## config.mk

```make
export PLATFORM = sky130hd
export DESIGN_NAME = vna_ram
export DESIGN_NICKNAME = d
export VERILOG_FILES = /design/src/hdl/vna_ram.sv
export SDC_FILE = /design/constraint.sdc
export NUM_CORES = 1
export LEC_CHECK = 0
export BUFFER_PORTS_ARGS = -buffer_cell sky130_fd_sc_hd__buf_2
export CAP_MARGIN = 20
export CELL_PAD_IN_SITES_DETAIL_PLACEMENT = 1
export CELL_PAD_IN_SITES_GLOBAL_PLACEMENT = 1
export CORE_ASPECT_RATIO = 0.6
export CORE_MARGIN = 8
export CORE_UTILIZATION = 53
export CTS_CLUSTER_DIAMETER = 100
export DETAILED_ROUTE_END_ITERATION = 12
export PLACE_DENSITY_LB_ADDON = 0.1
export SYNTH_ARGS = -nofsm -noshare
export SYNTH_HDL_FRONTEND = slang
export SYNTH_SLANG_ARGS = --single-unit
```

## constraint.sdc

```tcl
create_clock -name clk_i -period 2.1 [get_ports clk_i]
set_input_delay 0.105 -clock clk_i [delete_from_list [all_inputs] [get_ports clk_i]]
set_output_delay 0.105 -clock clk_i [all_outputs]
set_load 0.01 [all_outputs]
```

## src/hdl/vna_ram.sv

```systemverilog
`default_nettype none
module vna_ram #(
  parameter  int unsigned W     = 8,
  parameter  int unsigned DEPTH = 16,
  localparam int unsigned AW    = (DEPTH > 1) ? $clog2(DEPTH) : 1
) (
  input  wire logic          clk_i,
  input  wire logic          we_i,
  input  wire logic [AW-1:0] waddr_i,
  input  wire logic [W-1:0]  wdata_i,
  input  wire logic [AW-1:0] raddr_i,
  output logic [W-1:0]       rdata_o
);
  logic [W-1:0] mem_q [DEPTH];
  logic [W-1:0] rdata_q;

  always_ff @(posedge clk_i) begin
    if (we_i) begin
      mem_q[waddr_i] <= wdata_i;
    end
    rdata_q <= mem_q[raddr_i];
  end

  assign rdata_o = rdata_q;
endmodule
`default_nettype wire

```

==> reports/metrics.cfg, run 1 <==
[cts]
cts-resized-gates=0
cts_hold_buf=0
clk_pin_slew_worst_paths_ps=60
cts_tree=yes
cts_inserted_buffers=17
tritoncts_num_sinks=136
clock_path_buffers=2
clock_latency_ps=410
postCtsSetupRepairBufs=0
root_buffer=clkbuf_16
h-tree-depth=4

[floorplan]
die-area_um2=13200
coreArea_um2=9630
pin_count=26
rows=28
die_w_um=143
initial_utilization_pct=53.4
die_h_um=92.3

[sta]
slew_headroom_pct=46.0
clock_skew_ps=6.17
period_minus_slack_ps=1380
finalCritPeriodShare_pct=65.6
hold_viol=0
setup_viol_count_final=0
worst_slew_pin_slew_ps=808
setup_tns_ps=0
fmax_ghz=0.725
slew_viol_final=0
grt_setup_unrepaired=no

[critical_path]
reg2reg_to=rdata_o[2]$_DFF_P_
path_max_fanout=1
cp.arrival_ps=1670
reg2reg_slack_ps=720
crit_end=rdata_o[2]$_DFF_P_
worstSetupStartpoint=mem_q[0][2]$_DFFE_PP_
criticalPathCategory=flop to flop
crit_chain=mux4_1, a22oi_1, nand2_1
timing.critical_path.from_type=flop
critPathMaxStageDelay_ps=520
cpMaxStageDelayCell=mux4_1
rr_worst_depth=3
r2r-start=mem_q[0][2]$_DFFE_PP_
required_ps=2390
endpoint_kind=flop

[placement]
place_area_um2=5520
dpl.hpwl_mm=6.81
port_buffers=25
finalWeightedCongestion=0.688

[logic_synthesis]
yosys.area.top_type_share_pct=74.7
synth_edf_count=128
syn_area_um2=5150
yosys-top-cells-area=edfxtp_1 (75%), mux4_2 (7.9%), mux4_1 (7.1%)
ys.flop_type=edfxtp_1
yosys.area.top_type=edfxtp_1
syn_nets=247
synth_seq_cells=136
syn_inst=229
yosysWarningCount=0
yosysMostFrequentCell=edfxtp_1
avgSynthCellArea_um2=22.5
ys_types=19
ys_seq_area_share_pct=77.8
async_flop_share_pct=0
ys_top_cells_by_count=edfxtp_1 (128), mux4_2 (18), a22oi_1 (16), mux4_1 (14), nor2_1 (13)

[route]
drc=0
wl_mm=10.5
num_vias=2421
routedWlPerCell_um=24.4
drtIter0Drc=186
vias_per_cell=5.64
antenna_left=0
dr.pass1.iters=4

[cells_and_area]
layout-drive-gt1-share_pct=31.3
fin_area_um2=6110
area_growth_pct=18.7
fillerInstances=803
antenna_cells=0
fin_util_pct=63.4
multi_input_area_um2=1060
regArea_um2=4000
fin_nets=300

[grt]
grt_max_degree=33
grt_pass1_wl_mm=16.3
grt-ovfl-total=0
first_global_vias=2688
antenna_found_initial=0
grtUsageTotal_pct=17.5

[pwr]
ir_worst_vdd_mv=0.616
cellLeakagePower_nw=2.07
p_per_area_nw_per_um2=1030
p_total_mw=6.28

[min_path]
hp-class=primary input to flop

[flow_run]
maxCapViolCount=0

[outcome]
status=completed

## kinds of logic (layout without fill, tap and decap cells)
| family | Yosys count | in the layout | share of synthesized area (%) |
|---|---|---|---|
| DFF | 136 | 136 | 77.8 |
| and+or+nand+nor | 35 | 35 | 3.18 |
| muxes | 32 | 32 | 15.0 |
| AOI/OAI and AO/OA | 16 | 16 | 2.33 |
| buffers and inverters | 10 | 75 | 1.68 |
## how the worst min path moves through the flow
stage | startpoint | end | slack (ps) | cells past startpoint
global placement | wdata_i[5] | mem_q[14][5]$_DFFE_PP_ | 490 | 1
floorplan | wdata_i[0] | mem_q[0][0]$_DFFE_PP_ | 200 | 0
finish | wdata_i[4] | mem_q[6][4]$_DFFE_PP_ | 80 | 1
global route | wdata_i[4] | mem_q[6][4]$_DFFE_PP_ | 80 | 1
detailed placement | wdata_i[4] | mem_q[6][4]$_DFFE_PP_ | 510 | 1
CTS | wdata_i[4] | mem_q[9][4]$_DFFE_PP_ | 60 | 1
## metal layers
layer | up-vias | track usage [%] | wire (um)
met2 | 71 | 25.6 | 4840
met3 | 9 | 4.73 | 546
met1 | 1261 | 24.3 | 4960
met4 | 0 | 7.57 | 109
met5 | - | 0 | 0
li1 | 1080 | - | -
## state kept, by name, indices dropped and copies added (netlist names)
| register | count |
|---|---|
| mem_q | 128 |
| rdata_o | 8 |
## placed cells by master (no fill, tap or decap)
cell / n
edfxtp_1: 128
buf_2: 25
mux4_2: 18
clkbuf_16: 17
buf_4: 17
a22oi_1: 16
mux4_1: 14
nor2_1: 13
nand2_1: 9
dfxtp_1: 8
clkinvlp_4: 7
nor3_1: 4
bufinv_16: 3
nand3b_1: 2
nand2b_1: 2
clkinv_2: 2
buf_12: 2
nor2b_1: 1
and2_1: 1
and2b_1: 1
nand3_1: 1
or3b_2: 1
clkbuf_1: 1
clkinv_1: 1
## final cells by class
class                   count  area share, %
flip-flops and latches    136           65.5
clock buffers              18           7.03
multi-input cells          83           17.3
repair buffers             44           4.79
well taps                 135           2.77
clock inverters            13           2.56
## worst max-delay path: cells and delay by family, from the launching register on
kind | cells | cell delay, ps
AOI/OAI and AO/OA | 1 | 270
muxes | 1 | 520
DFF | 1 | 390
and+or+nand+nor | 1 | 90
## metrics by stage
stage | hold WS [ps] | worst slack [ps] | cells
after floorplan | 204 | 502 | 229
after global placement | 493 | 571 | 398
after detailed placement | 507 | 545 | 398
after CTS | 64.3 | 695 | 429
after global routing | 80.0 | 681 | 429
final | 80.1 | 721 | 429
## where the power goes
group / switching, mW / internal [mW] / leakage, nW
clock: 1.09 / 1.85 / 0.263
combinational: 0.161 / 0.122 / 0.580
sequential: 0.0197 / 3.04 / 1.22
total: 1.27 / 5.00 / 2.07
No activity file was read; power rests on OpenSTA's default activity.
==> run 2: changes to the inputs <==
clock period = 1.3 ns   (was 2.1 ns; I/O delays follow)
==> run 2 against run 1 <==
Die area unchanged. Final area up 2.0%. Clock power up 71%. The flow now finishes with violations (negative setup slack). Non-clock buffer count up 9. Combinational power up 94%. Fmax up 4.1%.
==> reports/metrics.cfg, run 2 (synthesis results as in run 1) <==
[pwr]
combPwrFrac_pct=5.2
p_per_area_nw_per_um2=1690
cellLeakagePower_nw=2.09
ir_worst_vdd_mv=0.998
p_total_mw=10.5
switchingPower_mw=2.14
swShare_pct=20.3
power_frac_seq_pct=46.9
p_int_mw=8.39
clock_power_share_pct=47.9

[placement]
dp_cells=407
dpl.hpwl_mm=7.67
place_area_um2=5600
port_buffers=25
finalWeightedCongestion=0.725

[route]
num_vias=2570
dr.pass1.iters=5
routedWlPerCell_um=26.8
wl_met3_um=754
antenna_left=0
routed-wl-met2_mm=5.26
drt-met1-wl_mm=5.68
drc=0
top_layer_used=met5
wl_mm=11.8
vias_per_cell=5.85
drtIter0Drc=255

[cells_and_area]
fin_nets=309
fin_area_um2=6230
mostFrequentLayoutCells=edfxtp_1 (128), mux4_2 (30), buf_4 (26), buf_2 (25), clkbuf_16 (17)
finalNonFillerCells=439
antenna_cells=0
final_common_cell=edfxtp_1
layout-drive-gt1-share_pct=41.8
largest_register_ffs=128
area_growth_pct=21.1
top_register=mem_q
fillerInstances=794

[sta]
grt_setup_unrepaired=yes
hold_viol=0
setup_viol_count_final=1
period_minus_slack_ps=1320
finalCritPeriodShare_pct=102
slew_headroom_pct=38.9
slew_viol_final=0
worst_slew_pin_slew_ps=914
clock_skew_ps=9.63
fmax_ghz=0.755
timing.final.ws_setup_ps=-23.9
setup_tns_ps=-23.9

[critical_path]
rr_worst_depth=3
path_max_fanout=1
timing.critical_path.from_type=flop
r2r-start=mem_q[11][2]$_DFFE_PP_
critPathMaxStageDelay_ps=510
required_ps=1580
endpoint_kind=flop
path_buf_inv=0
reg2reg_slack_ps=-20
cpMaxStageDelayCell=mux4_2
criticalPathCategory=flop to flop
reg2reg_to=rdata_o[2]$_DFF_P_
crit_chain=mux4_2, a22oi_2, nand2_1
crit_family=multiplexers
cp.arrival_ps=1610

[cts]
cts_tree=yes
clock_path_buffers=2
postCtsSetupRepairBufs=0
h-tree-depth=4
clk_pin_slew_worst_paths_ps=60
clock_latency_ps=410
cts_hold_buf=0
cts_inserted_buffers=17
root_buffer=clkbuf_16
tritoncts_num_sinks=136

[grt]
grt_pass1_wl_mm=17.1
first_global_vias=2627
grtUsageTotal_pct=18.9
grt-ovfl-total=0
grt_max_degree=18
antenna_found_initial=1

[floorplan]
die_w_um=143
die-area_um2=13200
coreArea_um2=9630
initial_utilization_pct=53.4
rows=28
die_h_um=92.3
pin_count=26

[min_path]
hp-class=primary input to flop
min_from=wdata_i[5]
holdPathEnd=mem_q[15][5]$_DFFE_PP_
whs_path_depth=1

[outcome]
status=complete, but fails checks
violations=negative setup slack

[flow_run]
maxCapViolCount=0

[run 2: layout make-up]
type                            count  area [um^2]  area share (%)
Clock buffer                       20          447            7.17
Clock inverter                     12          176            2.83
Multi-Input combinational cell     83         1080            17.3
Sequential cell                   136         4000            64.2
Tap cell                          135          169            2.71
Timing Repair Buffer               53          360            5.78
[run 2: layer usage]
layer | global-route usage, % | vias up
li1 | - | 1087
met3 | 5.75 | 9
met1 | 27.8 | 1368
met2 | 26.0 | 104
met5 | 0 | -
met4 | 7.14 | 2
[run 2: how the worst max path moves through the flow]
stage | from | slack [ps] | endpoint | cells after the start
after global placement | raddr_i[0] | -240 | rdata_o[2]$_DFF_P_ | 5
after global routing | mem_q[0][2]$_DFFE_PP_ | -40 | rdata_o[2]$_DFF_P_ | 3
final | mem_q[11][2]$_DFFE_PP_ | -20 | rdata_o[2]$_DFF_P_ | 3
after detailed placement | raddr_i[0] | -240 | rdata_o[2]$_DFF_P_ | 5
after floorplan | waddr_i[2] | -30 | mem_q[3][0]$_DFFE_PP_ | 2
after CTS | mem_q[11][2]$_DFFE_PP_ | -30 | rdata_o[2]$_DFF_P_ | 3
[run 2: per-stage QoR]
stage / hold WS [ps] / util [%] / worst slack (ps)
after floorplan: 164 / - / -31.1
after global routing: 64.0 / 64.7 / -36.9
after CTS: 49.4 / 64.7 / -35.0
after global placement: 465 / 58.1 / -235
after detailed placement: 470 / 58.1 / -242
final: 56.8 / 64.7 / -23.9
[run 2: timing repair]
| item | CTS | global route |
|---|---|---|
| pin swaps | 5 | 1 |
| endpoints found under the setup margin | 6 | 8 |
| endpoints found under the hold margin | 0 | 0 |
| cloned | 0 | 0 |
| resized for setup | 9 | 15 |
[run 2: power by group through the flow]
stage          registers [mW]  logic [mW]  clock network, mW
2_1_floorplan            5.03       0.249                  0
6_report                 4.94       0.548               5.04
3_3_place_gp             5.02       0.504                  0
4_1_cts                  4.94       0.538               5.09
3_5_place_dp             5.03       0.517                  0
5_1_grt                  4.95       0.590               5.24
