### src/hdl/vna_pkg.sv
`default_nettype none
package vna_pkg;

  localparam int unsigned MAX_VERTICES_DEF = 1024;
  localparam int unsigned IDX_W     = 10;
  localparam int unsigned REQ_W     = 2;
  localparam int unsigned STAT_W    = 2;
  localparam int unsigned CFG_W     = 32;
  localparam int unsigned COORD_W   = 16;
  localparam int unsigned ACC_W     = 48;
  localparam int unsigned NORM_W    = 16;
  localparam int unsigned EDGE_W    = COORD_W + 1;
  localparam int unsigned CROSS_W   = 2 * EDGE_W + 1;
  localparam int unsigned MUL_W     = 32;
  localparam int unsigned PROD_W    = 2 * MUL_W;
  localparam int unsigned MAG_W     = ACC_W;
  localparam int unsigned SQ_W      = 64;
  localparam int unsigned ROOT_W    = 32;
  localparam int unsigned QUO_W     = 16;
  localparam int unsigned FRAC_BITS = 14;
  localparam int unsigned LARGE_BIT = 31;
  // normalized magnitudes keep their top bit here (30 significant bits)
  localparam int unsigned NORM_MSB  = 29;
  localparam int unsigned SQRT_STEPS = SQ_W / 2;
  localparam int unsigned DIV_STEPS  = QUO_W;
  localparam logic [NORM_W-1:0] NORM_ONE = NORM_W'(16384);

  typedef enum logic [REQ_W-1:0] {
    REQ_LOAD = 2'd0,
    REQ_TRI  = 2'd1,
    REQ_READ = 2'd2
  } req_type_e;

  typedef enum logic [STAT_W-1:0] {
    ST_OK       = 2'd0,
    ST_DEGEN    = 2'd1,
    ST_UNLOADED = 2'd2
  } status_e;

  typedef enum logic {
    IOP_SQRT,
    IOP_DIV
  } iter_op_e;

  typedef struct packed {
    logic     start;
    iter_op_e op;
  } iter_cmd_t;

  typedef struct packed {
    logic busy;
    logic done;
  } iter_stat_t;

  typedef enum logic [4:0] {
    S_CLEAR,
    S_IDLE,
    S_LOAD,
    S_TRA,
    S_TRB,
    S_TRC,
    S_TRD,
    S_CROSS,
    S_ACC_RD,
    S_ACC_WR,
    S_RD_ADDR,
    S_RD_DATA,
    S_SQ1,
    S_NORM,
    S_SQ2,
    S_SQRT_GO,
    S_SQRT_WAIT,
    S_DIV_GO,
    S_DIV_WAIT,
    S_RESULT
  } state_e;

  function automatic logic signed [ACC_W-1:0] sat_add(
    input logic signed [ACC_W-1:0]   acc,
    input logic signed [CROSS_W-1:0] n
  );
    logic signed [ACC_W+1:0] s;
    logic signed [ACC_W+1:0] hi;
    logic signed [ACC_W+1:0] lo;
    s  = (ACC_W+2)'(acc) + (ACC_W+2)'(n);
    hi = {3'b000, {(ACC_W-1){1'b1}}};
    lo = {3'b111, {(ACC_W-1){1'b0}}};
    if (s > hi) return hi[ACC_W-1:0];
    if (s < lo) return lo[ACC_W-1:0];
    return s[ACC_W-1:0];
  endfunction

endpackage
`default_nettype wire

### src/hdl/vna_mul.sv
`default_nettype none
module vna_mul (
  input  wire logic                clk_i,
  input  wire logic signed [vna_pkg::MUL_W-1:0] a_i,
  input  wire logic signed [vna_pkg::MUL_W-1:0] b_i,
  output logic signed [vna_pkg::PROD_W-1:0]     p_o
);
  import vna_pkg::*;
  logic signed [PROD_W-1:0] p_q;

  always_ff @(posedge clk_i) begin
    p_q <= PROD_W'(a_i) * PROD_W'(b_i);
  end

  assign p_o = p_q;
endmodule
`default_nettype wire

### config.mk
export PLATFORM = sky130hd
export DESIGN_NAME = vna_mul
export DESIGN_NICKNAME = d
export VERILOG_FILES = /design/src/hdl/vna_pkg.sv /design/src/hdl/vna_mul.sv
export SDC_FILE = /design/constraint.sdc
export NUM_CORES = 2
export LEC_CHECK = 0
export BUFFER_PORTS_ARGS = -buffer_cell sky130_fd_sc_hd__buf_4
export CELL_PAD_IN_SITES_DETAIL_PLACEMENT = 0
export CELL_PAD_IN_SITES_GLOBAL_PLACEMENT = 1
export CORE_ASPECT_RATIO = 0.6
export CORE_MARGIN = 2
export CORE_UTILIZATION = 37
export CTS_BUF_LIST = sky130_fd_sc_hd__clkbuf_8
export CTS_CLUSTER_DIAMETER = 80
export DETAILED_ROUTE_END_ITERATION = 10
export GPL_TIMING_DRIVEN = 0
export PLACE_DENSITY = 0.65
export SLEW_MARGIN = 20
export SYNTH_ARGS = -nofsm -noshare
export SYNTH_HDL_FRONTEND = slang
export SYNTH_SLANG_ARGS = --single-unit
### constraint.sdc
create_clock -name clk_i -period 12.32 [get_ports clk_i]
set_clock_uncertainty 0.05 [all_clocks]
set_input_delay 1.232 -clock clk_i [delete_from_list [all_inputs] [get_ports clk_i]]
set_output_delay 1.232 -clock clk_i [all_outputs]
set_load 0.1 [all_outputs]
==> qor.txt <==
==================================================================================================
Post-synthesis net count                                                                      5215
Synthesized-area fraction occupied by adder cells                                           0.6434
Tightest Pin Transition                                                                   1.252 ns
Clock Path Buffers                                                                               2
Most used DFF post-synth                                                              sky130_fd_sc_hd__dfxtp_1
Final RePlAce weighted congestion                                                            1.034
Setup repair after global routing missed its margin                                          false
Count of input and output buffers                                                              128
Fin nets                                                                                      5358
Classification of the worst setup path                                                   in -> reg
DRT antenna net count                                                                            0
Hold_ws                                                                                   1.028 ns
Maximum clock rate                                                                       91.27 MHz
Most numerous cell in the Yosys netlist                                               sky130_fd_sc_hd__fa_1
Simple-Gate Fraction of Synth Area                                                          0.1537
Total routed wirelength                                                                   146.2 mm
Minimum period implied by the final worst setup slack                                     10.96 ns
Global-route wire length before repair                                                    213.8 mm
CTS buffer count                                                                                 9
Initial standard-cell utilization of the core                                               0.3720
Worst Hold Path Cells                                                                            2
Die Footprint                                                                           103300 um2
Count of pins over their slew limit                                                              0
Max FFs per register                                                                            64
Cell types occupying the most area after synthesis                                    sky130_fd_sc_hd__fa_1 (58%), sky130_fd_sc_hd__inv_1 (9.6%), sky130_fd_sc_hd__and2_1 (8.7%)
Async set-or-reset flop fraction in the synthesized netlist                                      0
Clock root cell                                                                       sky130_fd_sc_hd__clkbuf_8
Average cell area after synthesis                                                        9.589 um2
List of most frequent post-synthesis cells                                            sky130_fd_sc_hd__fa_1 (1082), sky130_fd_sc_hd__inv_1 (952), sky130_fd_sc_hd__and2_1 (516)
Count of final hold-check violations                                                             0
Router iterations before antenna repair                                                          6
Part of the cycle the worst path needs                                                      0.8894
Result of the run                                                                        completed
Maximum fanout encountered on the critical timing path                                          11
Largest stage delay on the critical path                                                   1.20 ns
Total number of H-tree levels                                                                    3
DRC violations left                                                                              0
Type of the worst min-delay path                                                         in -> reg
Clock tree from TritonCTS                                                                    built
Synthesis-to-layout area growth                                                             7.704%
Fraction of synthesized area in multiplexers                                                     0
Initial detailed-routing violation count                                                      2820
Site row count                                                                                  90
GR Util met3                                                                                0.1427
Count of instances resized after the clock tree is built                                         0
Relative slew slack                                                                         0.1654
Grt total ovfl                                                                                   0
Endpoint type of the worst setup path                                                         flop
Number of setup violations in the final report                                                   0
Synthesized area                                                                         37240 um2
Required @ worst endpoint                                                                 12.74 ns
Height of the die                                                                         249.8 um
M1 GR Usage                                                                                 0.4747
Half-perimeter wire length of the detailed placement result                               129.1 mm
Synthesized-area fraction occupied by ao, oa, aoi and oai cells                            0.03464
Launch point of the worst hold path                                                         b_i[0]
Register area                                                                             1281 um2
Clock Sink Count                                                                                64
Largest net degree at the start of global routing                                               18
Cells after synthesis                                                                         3884
Hold Path End                                                                               p_o[0]
Average routed wire per standard cell                                                     27.22 um
Cell variety after synth                                                                        63
GR peak layer                                                                                 met1
Critical-path cell with the highest stage delay                                       sky130_fd_sc_hd__fa_1
Total via count after detailed routing                                                       27016
Cell repeated most along the worst path                                               sky130_fd_sc_hd__fa_1
Number of fill cells                                                                         10135
Multi-input gate area                                                                    31650 um2
Clock transition time at the flip-flop clock pins of the worst setup and hold paths        0.12 ns
Xor and xnor fraction of the mapped netlist area                                           0.01764
Total Negative Setup Slacks                                                                   0 ns
Proportion of netlist area held by the largest area contributor                             0.5816
Worst EP arrival                                                                          11.38 ns
Combinational family with the most area after synthesis                                adder cells
YS warnings                                                                                      0
Worst Setup Start Kind                                                                primary input
# hold bufs at CTS                                                                               0
Max capacitance violation total                                                                  0
Overall global routing resource usage                                                       0.2971
EDFF count, synth                                                                                0
Vias/cell                                                                                    5.031
Floorplan core area                                                                     100100 um2
Overall die width                                                                         413.6 um
Share of final-layout standard cells stronger than drive strength 1                        0.04365
Post-CTS setup buffers                                                                           0
Dominant cell type by area after synthesis                                            sky130_fd_sc_hd__fa_1
Proportion of synthesized chip area in sequential cells                                    0.03440
Via count of the first global-routing pass                                                   28408
Global-route met2 utilization                                                               0.3568
Number of antenna violations at the first check in global routing                               17
Number of top-level design ports                                                               129
Post-synthesis sequential element count                                                         64
==================================================================================================
-- worst max-delay path, delay by kind of cell --
kind                     cells  cell delay [ns]
adder cells (fa/ha/maj)      9             5.51
XOR/XNOR                     1             0.17
AND/OR/NAND/NOR              4             1.09
AO/OA/AOI/OAI                4             1.03
buffers and inverters        8             2.30
-- placed cells by master (no fill, tap or decap), types with 3 or more instances in the layout --
cell | Yosys | final
sky130_fd_sc_hd__xor2_1 | 22 | 22
sky130_fd_sc_hd__a211oi_2 | 3 | 3
sky130_fd_sc_hd__diode_2 | 0 | 4
sky130_fd_sc_hd__a21oi_1 | 68 | 68
sky130_fd_sc_hd__ha_1 | 184 | 184
sky130_fd_sc_hd__nor2_1 | 42 | 42
sky130_fd_sc_hd__o31ai_1 | 6 | 6
sky130_fd_sc_hd__inv_1 | 952 | 954
sky130_fd_sc_hd__and3_1 | 7 | 7
sky130_fd_sc_hd__o21a_1 | 4 | 4
sky130_fd_sc_hd__a21o_1 | 23 | 23
sky130_fd_sc_hd__and2_1 | 516 | 516
sky130_fd_sc_hd__buf_4 | 0 | 130
sky130_fd_sc_hd__o21bai_1 | 15 | 15
sky130_fd_sc_hd__nand2_1 | 511 | 511
sky130_fd_sc_hd__nor2b_1 | 3 | 3
sky130_fd_sc_hd__nand3_1 | 15 | 15
sky130_fd_sc_hd__a31oi_1 | 12 | 12
sky130_fd_sc_hd__fa_1 | 1082 | 1081
sky130_fd_sc_hd__xnor2_1 | 53 | 53
sky130_fd_sc_hd__nand2b_1 | 9 | 9
sky130_fd_sc_hd__a21boi_0 | 3 | 3
sky130_fd_sc_hd__nand4_1 | 7 | 7
sky130_fd_sc_hd__o21ai_0 | 28 | 28
sky130_fd_sc_hd__o211ai_1 | 3 | 3
sky130_fd_sc_hd__or3_1 | 4 | 4
sky130_fd_sc_hd__and4_1 | 3 | 3
sky130_fd_sc_hd__clkbuf_8 | 0 | 9
sky130_fd_sc_hd__dfxtp_1 | 64 | 64
sky130_fd_sc_hd__buf_2 | 3 | 3
sky130_fd_sc_hd__a211oi_1 | 4 | 4
sky130_fd_sc_hd__clkbuf_1 | 195 | 194
sky130_fd_sc_hd__nor3_1 | 6 | 6
-- stage by stage --
| stage | std cells | cell area [um2] | utilization | worst slack, ns |
|---|---|---|---|---|
| 2_1_floorplan | 3884 | 37240 | - | 3.777 |
| 3_3_place_gp | 5346 | 39870 | 0.3983 | 0.1201 |
| 3_5_place_dp | 5350 | 39930 | 0.3989 | 1.045 |
| 6_report | 5370 | 40110 | 0.4007 | 1.363 |
| 4_1_cts | 5366 | 40100 | 0.4006 | 1.660 |
| 5_1_grt | 5369 | 40110 | 0.4007 | 1.038 |
-- worst max-delay path by stage --
| stage | from | to | slack, ns | depth (start not counted) |
|---|---|---|---|---|
| after floorplan | b_i[2] | p_o[62] | 3.78 | 24 |
| after global placement | b_i[2] | p_o[63] | 0.12 | 25 |
| after detailed placement | b_i[2] | p_o[62] | 1.04 | 25 |
| after CTS | b_i[2] | p_o[62] | 1.66 | 25 |
| after global routing | a_i[31] | p_o[62] | 1.04 | 28 |
| final | b_i[2] | p_o[62] | 1.36 | 26 |
-- per-layer routing --
metal	part of all wire	vias up
li1	-	11357
met1	0.48	14228
met2	0.36	1347
met3	0.15	80
met4	0.0094	4
met5	0.00027	-
-- layout make-up --
cell class	count	share of cell area
Antenna cell	4	0.0002495
Buffer	200	0.01884
Clock buffer	9	0.003088
Clock inverter	7	0.001029
Inverter	952	0.08909
Multi-Input combinational cell	2668	0.7890
Sequential cell	64	0.03194
Tap cell	1334	0.04161
Timing Repair Buffer	132	0.02511
-- cells by family (layout without fill, tap and decap cells) --
| kind of cell | count (synthesis) | in the layout |
|---|---|---|
| adder cells (fa/ha/maj) | 1266 | 1266 |
| buffers and inverters | 1152 | 1300 |
| AND/OR/NAND/NOR | 1134 | 1134 |
| AO/OA/AOI/OAI | 193 | 193 |
| XOR/XNOR | 75 | 75 |
| flip-flops | 64 | 64 |
| other | 0 | 4 |
Power is not shown: default switching activity piles up to over one toggle a cycle in this logic, so the estimate is an artifact.
