## config.mk

```make
export PLATFORM = sky130hd
export DESIGN_NAME = vna_iter
export DESIGN_NICKNAME = d
export VERILOG_FILES = /design/src/hdl/vna_pkg.sv /design/src/hdl/vna_iter.sv
export SDC_FILE = /design/constraint.sdc
export NUM_CORES = 1
export LEC_CHECK = 0
export ABC_AREA = 1
export BUFFER_PORTS_ARGS = -buffer_cell sky130_fd_sc_hd__buf_2
export CAP_MARGIN = 20
export CORE_ASPECT_RATIO = 2
export CORE_UTILIZATION = 60
export CTS_BUF_LIST = sky130_fd_sc_hd__clkbuf_8 sky130_fd_sc_hd__clkbuf_16
export DETAILED_ROUTE_END_ITERATION = 16
export GPL_TIMING_DRIVEN = 0
export PLACE_DENSITY_LB_ADDON = 0.1
export SKIP_CTS_REPAIR_TIMING = 1
export SLEW_MARGIN = 40
export SYNTH_ARGS = -nofsm -noshare
export SYNTH_HDL_FRONTEND = slang
export SYNTH_SLANG_ARGS = --single-unit
export TNS_END_PERCENT = 20
```

## constraint.sdc

```tcl
create_clock -name clk_i -period 12.8 [get_ports clk_i]
set_input_delay 2.56 -clock clk_i [delete_from_list [all_inputs] [get_ports clk_i]]
set_output_delay 2.56 -clock clk_i [all_outputs]
set_load 0.1 [all_outputs]
```

## src/hdl/vna_pkg.sv

```systemverilog
`default_nettype none
package vna_pkg;

  localparam int unsigned MAX_VERTICES_DEF = 1024;
  localparam int unsigned IDX_W     = 10;
  localparam int unsigned REQ_W     = 2;
  localparam int unsigned STAT_W    = 2;
  localparam int unsigned CFG_W     = 32;
  localparam int unsigned COORD_W   = 16;
  localparam int unsigned ACC_W     = 48;
  localparam int unsigned NORM_W    = 16;
  localparam int unsigned EDGE_W    = COORD_W + 1;
  localparam int unsigned CROSS_W   = 2 * EDGE_W + 1;
  localparam int unsigned MUL_W     = 32;
  localparam int unsigned PROD_W    = 2 * MUL_W;
  localparam int unsigned MAG_W     = ACC_W;
  localparam int unsigned SQ_W      = 64;
  localparam int unsigned ROOT_W    = 32;
  localparam int unsigned QUO_W     = 16;
  localparam int unsigned FRAC_BITS = 14;
  localparam int unsigned LARGE_BIT = 31;
  // normalized magnitudes keep their top bit here (30 significant bits)
  localparam int unsigned NORM_MSB  = 29;
  localparam int unsigned SQRT_STEPS = SQ_W / 2;
  localparam int unsigned DIV_STEPS  = QUO_W;
  localparam logic [NORM_W-1:0] NORM_ONE = NORM_W'(16384);

  typedef enum logic [REQ_W-1:0] {
    REQ_LOAD = 2'd0,
    REQ_TRI  = 2'd1,
    REQ_READ = 2'd2
  } req_type_e;

  typedef enum logic [STAT_W-1:0] {
    ST_OK       = 2'd0,
    ST_DEGEN    = 2'd1,
    ST_UNLOADED = 2'd2
  } status_e;

  typedef enum logic {
    IOP_SQRT,
    IOP_DIV
  } iter_op_e;

  typedef struct packed {
    logic     start;
    iter_op_e op;
  } iter_cmd_t;

  typedef struct packed {
    logic busy;
    logic done;
  } iter_stat_t;

  typedef enum logic [4:0] {
    S_CLEAR,
    S_IDLE,
    S_LOAD,
    S_TRA,
    S_TRB,
    S_TRC,
    S_TRD,
    S_CROSS,
    S_ACC_RD,
    S_ACC_WR,
    S_RD_ADDR,
    S_RD_DATA,
    S_SQ1,
    S_NORM,
    S_SQ2,
    S_SQRT_GO,
    S_SQRT_WAIT,
    S_DIV_GO,
    S_DIV_WAIT,
    S_RESULT
  } state_e;

  function automatic logic signed [ACC_W-1:0] sat_add(
    input logic signed [ACC_W-1:0]   acc,
    input logic signed [CROSS_W-1:0] n
  );
    logic signed [ACC_W+1:0] s;
    logic signed [ACC_W+1:0] hi;
    logic signed [ACC_W+1:0] lo;
    s  = (ACC_W+2)'(acc) + (ACC_W+2)'(n);
    hi = {3'b000, {(ACC_W-1){1'b1}}};
    lo = {3'b111, {(ACC_W-1){1'b0}}};
    if (s > hi) return hi[ACC_W-1:0];
    if (s < lo) return lo[ACC_W-1:0];
    return s[ACC_W-1:0];
  endfunction

endpackage
`default_nettype wire

```

## src/hdl/vna_iter.sv

```systemverilog
`default_nettype none
module vna_iter (
  input  wire logic                        clk_i,
  input  wire logic                        rst_ni,
  input  wire vna_pkg::iter_cmd_t          cmd_i,
  input  wire logic [vna_pkg::SQ_W-1:0]    opnd_i,
  input  wire logic [vna_pkg::ROOT_W-1:0]  dvsr_i,
  output vna_pkg::iter_stat_t              stat_o,
  output logic [vna_pkg::ROOT_W-1:0]       res_o
);
  import vna_pkg::*;
  localparam int unsigned CNT_W = $clog2(SQRT_STEPS);

  iter_op_e         op_q;
  logic             busy_q;
  logic             done_q;
  logic [CNT_W-1:0] cnt_q;
  logic [SQ_W-1:0]  a_q;
  logic [SQ_W-1:0]  b_q;
  logic [SQ_W-1:0]  c_q;
  logic [SQ_W-1:0]  x;
  logic [SQ_W-1:0]  y;
  logic [SQ_W-1:0]  diff;
  logic             borrow;
  logic             ge;
  logic             last;

  // one shared compare-subtract: root digit test or restoring divide step
  always_comb begin
    x = (op_q == IOP_SQRT) ? a_q : {a_q[SQ_W-2:0], b_q[SQ_W-1]};
    y = (op_q == IOP_SQRT) ? b_q + c_q : c_q;
    {borrow, diff} = {1'b0, x} - {1'b0, y};
    ge   = !borrow;
    last = (op_q == IOP_SQRT) ? (cnt_q == CNT_W'(SQRT_STEPS - 1))
                              : (cnt_q == CNT_W'(DIV_STEPS - 1));
  end

  always_ff @(posedge clk_i or negedge rst_ni) begin
    if (!rst_ni) begin
      op_q   <= IOP_SQRT;
      busy_q <= 1'b0;
      done_q <= 1'b0;
      cnt_q  <= '0;
    end else begin
      done_q <= 1'b0;
      if (cmd_i.start) begin
        op_q   <= cmd_i.op;
        busy_q <= 1'b1;
        cnt_q  <= '0;
      end else if (busy_q) begin
        cnt_q <= cnt_q + 1'b1;
        if (last) begin
          busy_q <= 1'b0;
          done_q <= 1'b1;
        end
      end
    end
  end

  always_ff @(posedge clk_i) begin
    if (cmd_i.start) begin
      if (cmd_i.op == IOP_SQRT) begin
        a_q <= opnd_i;
        b_q <= '0;
        c_q <= {2'b01, {(SQ_W-2){1'b0}}};
      end else begin
        a_q <= opnd_i >> QUO_W;
        b_q <= {opnd_i[QUO_W-1:0], {(SQ_W-QUO_W){1'b0}}};
        c_q <= SQ_W'(dvsr_i);
      end
    end else if (busy_q) begin
      if (op_q == IOP_SQRT) begin
        if (ge) begin
          a_q <= diff;
          b_q <= (b_q >> 1) + c_q;
        end else begin
          b_q <= b_q >> 1;
        end
        c_q <= c_q >> 2;
      end else begin
        a_q <= ge ? diff : x;
        b_q <= {b_q[SQ_W-2:0], ge};
      end
    end
  end

  assign stat_o.busy = busy_q;
  assign stat_o.done = done_q;
  assign res_o       = b_q[ROOT_W-1:0];
endmodule
`default_nettype wire

```

==> results of run 1 <==
-- stage by stage --
step / hold slack (ns) / area, um2
after floorplan: 0.546 / 25800
after global placement: 0.577 / 27100
after detailed placement: 0.599 / 27200
after CTS: 0.611 / 27800
-- cells in the mapped netlist (all sizes together) (48+ instances only) --
cell type  instances
nand3            361
a21oi            196
clkbuf            54
o21ai            235
ha               170
buf               72
nor2             449
nand2           1659
xnor2             48
inv              780
a22oi             48
edfxtp           176
-- routing by layer --
layer / GRT overflow / track usage [%]
met5: 0 / 10.3
met4: 179 / 80.4
met3: 12 / 48.5
met2: 331 / 96.4
met1: 2 / 69.1
-- cell families after synthesis --
logic type      Yosys count  share of synthesized area [%]
compound gates          566                           12.7
xor+xnor                 71                           2.41
fa+ha+maj               173                           8.49
buf+inv                 910                           14.2
flops                   184                           21.3
mux                       1                         0.0389
simple gates           2588                           40.9
==> impl_metrics.ini, run 1 <==
[synth]
ys_ff_latch = 184
synth_cell_types = 49
syn_inst = 4493
ys_seq_area_share_pct = 21.3
synth_edf_count = 176
yosys_warnings = 0
synthFlopType = edfxtp_1
yosysTopAreaCell = nand2_1
ys_top_cells_by_area = nand2_1 (24%), edfxtp_1 (21%), inv_1 (11%), ha_1 (8.3%), nand3_1 (7.0%)
netlist_area_um2 = 25800
synth_top_area_share_pct = 24.0
synthArstFlopShare_pct = 4.35
avgSynthCellArea_um2 = 5.73
syn_nets = 4766

[status]
firstError = [ERROR GRT-0116] Global routing finished with congestion. Check the congestion regions in the DRC Viewer.
status = did not finish
stop_stage = 5_1_grt

[global_routing]
first_global_vias = 34600
overflow = 524
grt_usage_pct = 72.3
grt_first_pass_wirelength_mm = 239
grt_start_max_net_pins = 44

[clock_network]
clockRootBuffer = clkbuf_16
htree_levels = 4
clk_path_buf_depth = 2
cts_buffers = 17
cts.sinks = 184

[die]
row_count = 107
die_w_um = 149
initial_utilization_pct = 60.7
dieHeight_um = 295
io-pin-count = 134

[placed_design]
place_ws_ns = 6.13
globalplace.congestion = 1.28
port_buffers = 132
dp.final_hpwl_mm = 106
dp_cells = 5174
==> run 2: changes to the inputs <==
Settings changed: CORE_ASPECT_RATIO 2 to unset, CORE_UTILIZATION 60 to 40, CTS_BUF_LIST sky130_fd_sc_hd__clkbuf_8 sky130_fd_sc_hd__clkbuf_16 to unset, PLACE_DENSITY_LB_ADDON 0.1 to 0.15.
==> impl_metrics.ini, run 2 <==
[pwr]
power-per-cell-area_nw_per_um2 = 206
ir_drop_uv = 109
power_leakage_nw = 14.9

[timing]
fmax_ghz = 0.144
tightest_slew_ns = 0.946
setup_viol = 0
hold_viol = 0
maxSlewViolCount = 0
fin_skew_ns = 0.0225
period_minus_slack_ns = 6.97
setup_ws_ns = 5.83
min_period_over_period_pct = 54.4
slew_headroom_pct = 36.9
rsz0062_at_grt = no
tns_ns = 0

[routing]
drt_wl_total_mm = 129
drt_first_iter_violations = 3949
vias = 30200
antenna_left = 0
vias_per_cell = 5.48
wl_per_cell_um = 23.4
drtPass1Iterations = 6
drc = 0

[synth]
ys_top_cells_by_area = nand2_1 (24%), edfxtp_1 (21%), inv_1 (11%), ha_1 (8.3%), nand3_1 (7.0%)
synth_top_area_share_pct = 24.0
synthFlopType = edfxtp_1
syn_inst = 4493
synth_compound_gate_area_share_pct = 12.7
yosysMostFrequentCell = nand2_1
ys_seq_area_share_pct = 21.3
synthArstFlopShare_pct = 4.35
yosys_warnings = 0
synthXorXnorAreaFrac_pct = 2.41
avgSynthCellArea_um2 = 5.73
netlist_area_um2 = 25800
synth_edf_count = 176
yosysTopAreaCell = nand2_1
ys_ff_latch = 184
synthMuxAreaShare_pct = 0.0389
syn_nets = 4766
ys_top_cells_by_count = nand2_1 (1649), inv_1 (756), nor2_1 (443)
synth_cell_types = 49
synth_top_family_by_area = simple AND/OR/NAND/NOR gates
synth_adder_area_share_pct = 8.49
synth-simple-area-share_pct = 40.9

[clock_network]
clk_path_buf_depth = 2
cts_buffers = 17
cts.clk_slew.worst_paths_ns = 0.09
clk_latency_ns = 0.53
cts.sinks = 184
htree_levels = 4
cts_tree = built
clockRootBuffer = clkbuf_16

[placed_design]
place_ws_ns = 6.04
globalplace.congestion = 1.05
port_buffers = 132
dp.final_hpwl_mm = 111

[min_path]
min_path_type = reg -> reg

[global_routing]
grt_start_max_net_pins = 56
grt.busiest_layer = met2
grt.met1_usage_pct = 56.0
grt_first_pass_wirelength_mm = 184
overflow = 0
first_global_vias = 27100
grt_util_met2_pct = 57.4
antenna_found_initial = 6
met3_usage_pct = 7.59
grt_usage_pct = 38.7

[status]
status = completed

[layout]
final_common_cell = nand2_1
synthToLayoutAreaGrowth_pct = 9.58
drive_gt1_share_pct = 6.63
num-fill-cells = 7191
nNetsFinal = 4923
final_cell_mix = nand2_1 (1649), inv_1 (754), nor2_1 (441)
top_regs = a_q (64), b_q (64), c_q (48)

[die]
row_count = 92
die_w_um = 256
io-pin-count = 134
fp.dieArea_um2 = 65400
initial_utilization_pct = 40.7
core-area_um2 = 63300
dieHeight_um = 256

[setup_path]
cp.required_ns = 13.01
cp_max_fo = 43
crit_arrival_ns = 7.18
cp-end-kind = register
worstSetupPathType = reg -> reg
start_kind = register

[run]
drv_cap = 0
## run 2: layout make-up
cell class	count	area (um2)	area share [%]
clock buffers	17	425	1.51
inverters	784	2960	10.5
clock inverters	15	171	0.607
well taps	846	1060	3.75
plain buffers	126	732	2.59
diodes	3	7.51	0.0266
multi-input cells	3399	16600	58.9
repair buffers	138	768	2.72
flip-flops and latches	184	5490	19.4
## run 2: through the flow
| stage | hold WS, ns | power (W) | std cells | util, % | instance area, um2 |
|---|---|---|---|---|---|
| after floorplan | 0.546 | 0.00380 | 4493 | - | 25800 |
| after global placement | 0.574 | 0.00512 | 5471 | 43.4 | 27500 |
| after detailed placement | 0.595 | 0.00513 | 5476 | 43.6 | 27600 |
| after CTS | 0.605 | 0.00571 | 5508 | 44.5 | 28200 |
| after global routing | 0.634 | 0.00621 | 5511 | 44.6 | 28200 |
| final | 0.603 | 0.00581 | 5512 | 44.6 | 28200 |
## run 2: metal layers
metal	share of wire [%]	vias up
li1	-	14600
met1	45	14000
met2	41	1452
met3	11	161
met4	3.0	0
met5	0	-
## run 2: final timing paths
kind / startpoint / to / slack [ns] / cells after the start
worst max-delay path: c_q[0] / a_q[19] / 5.83 / 26
worst max register to register: c_q[0] / a_q[19] / 5.83 / 26
max in group asynchronous: rst_ni / cnt_q[3] / 10.79 / 1
worst min-delay path: cnt_q[0] / cnt_q[0] / 0.60 / 3
worst min register to register: cnt_q[0] / cnt_q[0] / 0.60 / 3
min in group asynchronous: rst_ni / cnt_q[0] / 1.86 / 1
## run 2: critical path, stage by stage (launching register included)
cell	delay (ns)
edfxtp_1	0.46
ha_1	0.22
inv_1	0.06
fa_1	0.38
inv_1	0.14
nand2_1	0.10
o21ai_0	0.56
a21oi_1	0.32
o21ai_0	0.57
nand2_1	0.17
nand2_1	0.23
nand2_1	0.08
nand3_1	0.07
o21ai_0	0.19
ha_1	0.44
nand2_1	0.13
nor2_1	0.28
nand2_1	0.13
inv_1	0.19
a21oi_1	0.13
nand2_4	0.15
nand2_4	0.09
nand2_4	0.16
buf_2	0.38
o21ai_0	0.33
inv_6	0.32
buf_16	0.27
## run 2: cell families (layout without fill, tap and decap cells)
group           count (synthesis)  after routing
simple gates                 2588           2588
buf+inv                       910           1080
compound gates                566            566
flops                         184            184
fa+ha+maj                     173            173
xor+xnor                       71             71
mux                             1              1
other cells                     0              3
## run 2: where the power goes
part / leakage, nW / switching, W / internal [W]
Clock: 0.291 / 0.000313 / 0.000264
Combinational: 12.5 / 0.00289 / 0.00122
Sequential: 2.07 / 0.000220 / 0.000899
Total: 14.9 / 0.00343 / 0.00238
Power figures use the tool's default switching activity.
==> run 3: changes to the inputs <==
Clock period 12.8 ns to 5.8 ns, I/O delays scaled along.
==> impl_metrics.ini, run 3 (synthesis results as in run 2) <==
[placed_design]
dp.final_hpwl_mm = 111
port_buffers = 132
globalplace.congestion = 1.05
dp_cells = 5476

[clock_network]
clk_path_buf_depth = 2
htree_levels = 4
clockRootBuffer = clkbuf_16
cts.sinks = 184
cts.clk_slew.worst_paths_ns = 0.09
cts_buffers = 17
cts_tree = built
clk_latency_ns = 0.53

[setup_path]
timing.rr.end = a_q[38]
crit_path_frequent_cell = nand2_1
worstSetupPathType = reg -> reg
cp-end-kind = register
start_kind = register
regToRegSetupSlack_ns = 0.21
r2r-start = c_q[0]
slowest_stage = edfxtp_1
max_stage_delay_ns = 0.46
crit_arrival_ns = 5.86
cp_max_fo = 23
cp.required_ns = 6.06
rr_worst_depth = 28

[status]
status = completed

[routing]
vias_per_cell = 5.48
antenna_left = 0
drc = 0
wl_per_cell_um = 23.5
vias = 30300
drt_first_iter_violations = 4019
drtPass1Iterations = 9
drt_wl_total_mm = 130

[layout]
drive_gt1_share_pct = 7.09
final_cell_mix = nand2_1 (1647), inv_1 (754), nor2_1 (439)
num-fill-cells = 7179
synthToLayoutAreaGrowth_pct = 10.2
nNetsFinal = 4930
top_regs = a_q (64), b_q (64), c_q (48)
final_cell_count_no_fill = 5519
final_common_cell = nand2_1

[timing]
tightest_slew_ns = 0.909
period_minus_slack_ns = 5.59
slew_headroom_pct = 39.4
tns_ns = 0
min_period_over_period_pct = 96.4
maxSlewViolCount = 0
setup_viol = 0
hold_viol = 0
fin_skew_ns = 0.0236
fmax_ghz = 0.179

[pwr]
combPwrFrac_pct = 71.0
ir_drop_uv = 242
power-per-cell-area_nw_per_um2 = 455
internal-power_w = 0.00531
p_clk_share_pct = 9.8
p_switching_w = 0.00760
switching_share_pct = 58.8
seqPwrFrac_pct = 19.1
power_leakage_nw = 15.0

[die]
row_count = 92
core-area_um2 = 63300
dieHeight_um = 256
io-pin-count = 134
fp.dieArea_um2 = 65400
initial_utilization_pct = 40.7
die_w_um = 256

[global_routing]
overflow = 0
first_global_vias = 27100
grt_start_max_net_pins = 56
grt_first_pass_wirelength_mm = 184
antenna_found_initial = 6
grt_usage_pct = 38.7

[min_path]
min_path_type = in -> async

[run]
drv_cap = 0
[run 3: cell types whose count changed in the layout (fill, tap and decap cells not counted), sizes merged]
cell,previous run,this run
clkbuf,71,73
inv,789,788
bufinv,0,1
buf,210,215
[run 3: routing by layer]
metal | share of wire, % | vias up | track usage [%]
li1 | - | 14600 | -
met1 | 45 | 14000 | 56.0
met2 | 41 | 1492 | 57.4
met3 | 11 | 167 | 7.59
met4 | 2.9 | 0 | 11.4
met5 | 0 | - | 0
[run 3: worst max-delay path by stage]
stage,from,endpoint,slack [ns],cells after the start
3_3_place_gp,c_q[0],a_q[7],-2.58,27
2_1_floorplan,b_q[0],a_q[0],0.46,27
4_1_cts,c_q[0],a_q[28],-1.02,28
3_5_place_dp,c_q[0],a_q[7],-0.96,28
5_1_grt,c_q[0],a_q[40],-0.02,27
6_report,c_q[0],a_q[38],0.21,28
[run 3: area by class of cell]
class	instances	area, um2	share of cell area (%)
diodes	3	7.51	0.0264
plain buffers	126	741	2.61
clock buffers	17	425	1.50
well taps	846	1060	3.73
multi-input cells	3399	16700	58.8
repair buffers	145	838	2.95
inverters	784	2980	10.5
clock inverters	15	171	0.604
flip-flops and latches	184	5490	19.3
[run 3: critical path, delay by kind of cell (launching register included)]
kind	cells	cell delay (ns)
compound gates	6	1.40
fa+ha+maj	3	1.00
flops	1	0.46
simple gates	12	1.40
buf+inv	7	1.04
[run 3: power groups by stage]
stage	Sequential [W]	Combinational [W]	Clock, W
2_1_floorplan	0.00224	0.00615	0
3_3_place_gp	0.00250	0.00880	0
3_5_place_dp	0.00249	0.00882	0
4_1_cts	0.00246	0.00886	0.00128
5_1_grt	0.00250	0.00999	0.00132
6_report	0.00247	0.00917	0.00127
[run 3: through the flow]
| step | worst slack, ns | utilization (%) | cell area [um2] | total power, W | hold WS [ns] |
|---|---|---|---|---|---|
| after floorplan | 0.463 | - | 25800 | 0.00839 | 0.546 |
| after global placement | -2.58 | 43.4 | 27500 | 0.0113 | 0.574 |
| after detailed placement | -0.960 | 43.6 | 27600 | 0.0113 | 0.595 |
| after CTS | -1.02 | 44.5 | 28200 | 0.0126 | 0.445 |
| after global routing | -0.0210 | 44.8 | 28400 | 0.0138 | 0.470 |
| final | 0.206 | 44.8 | 28400 | 0.0129 | 0.459 |
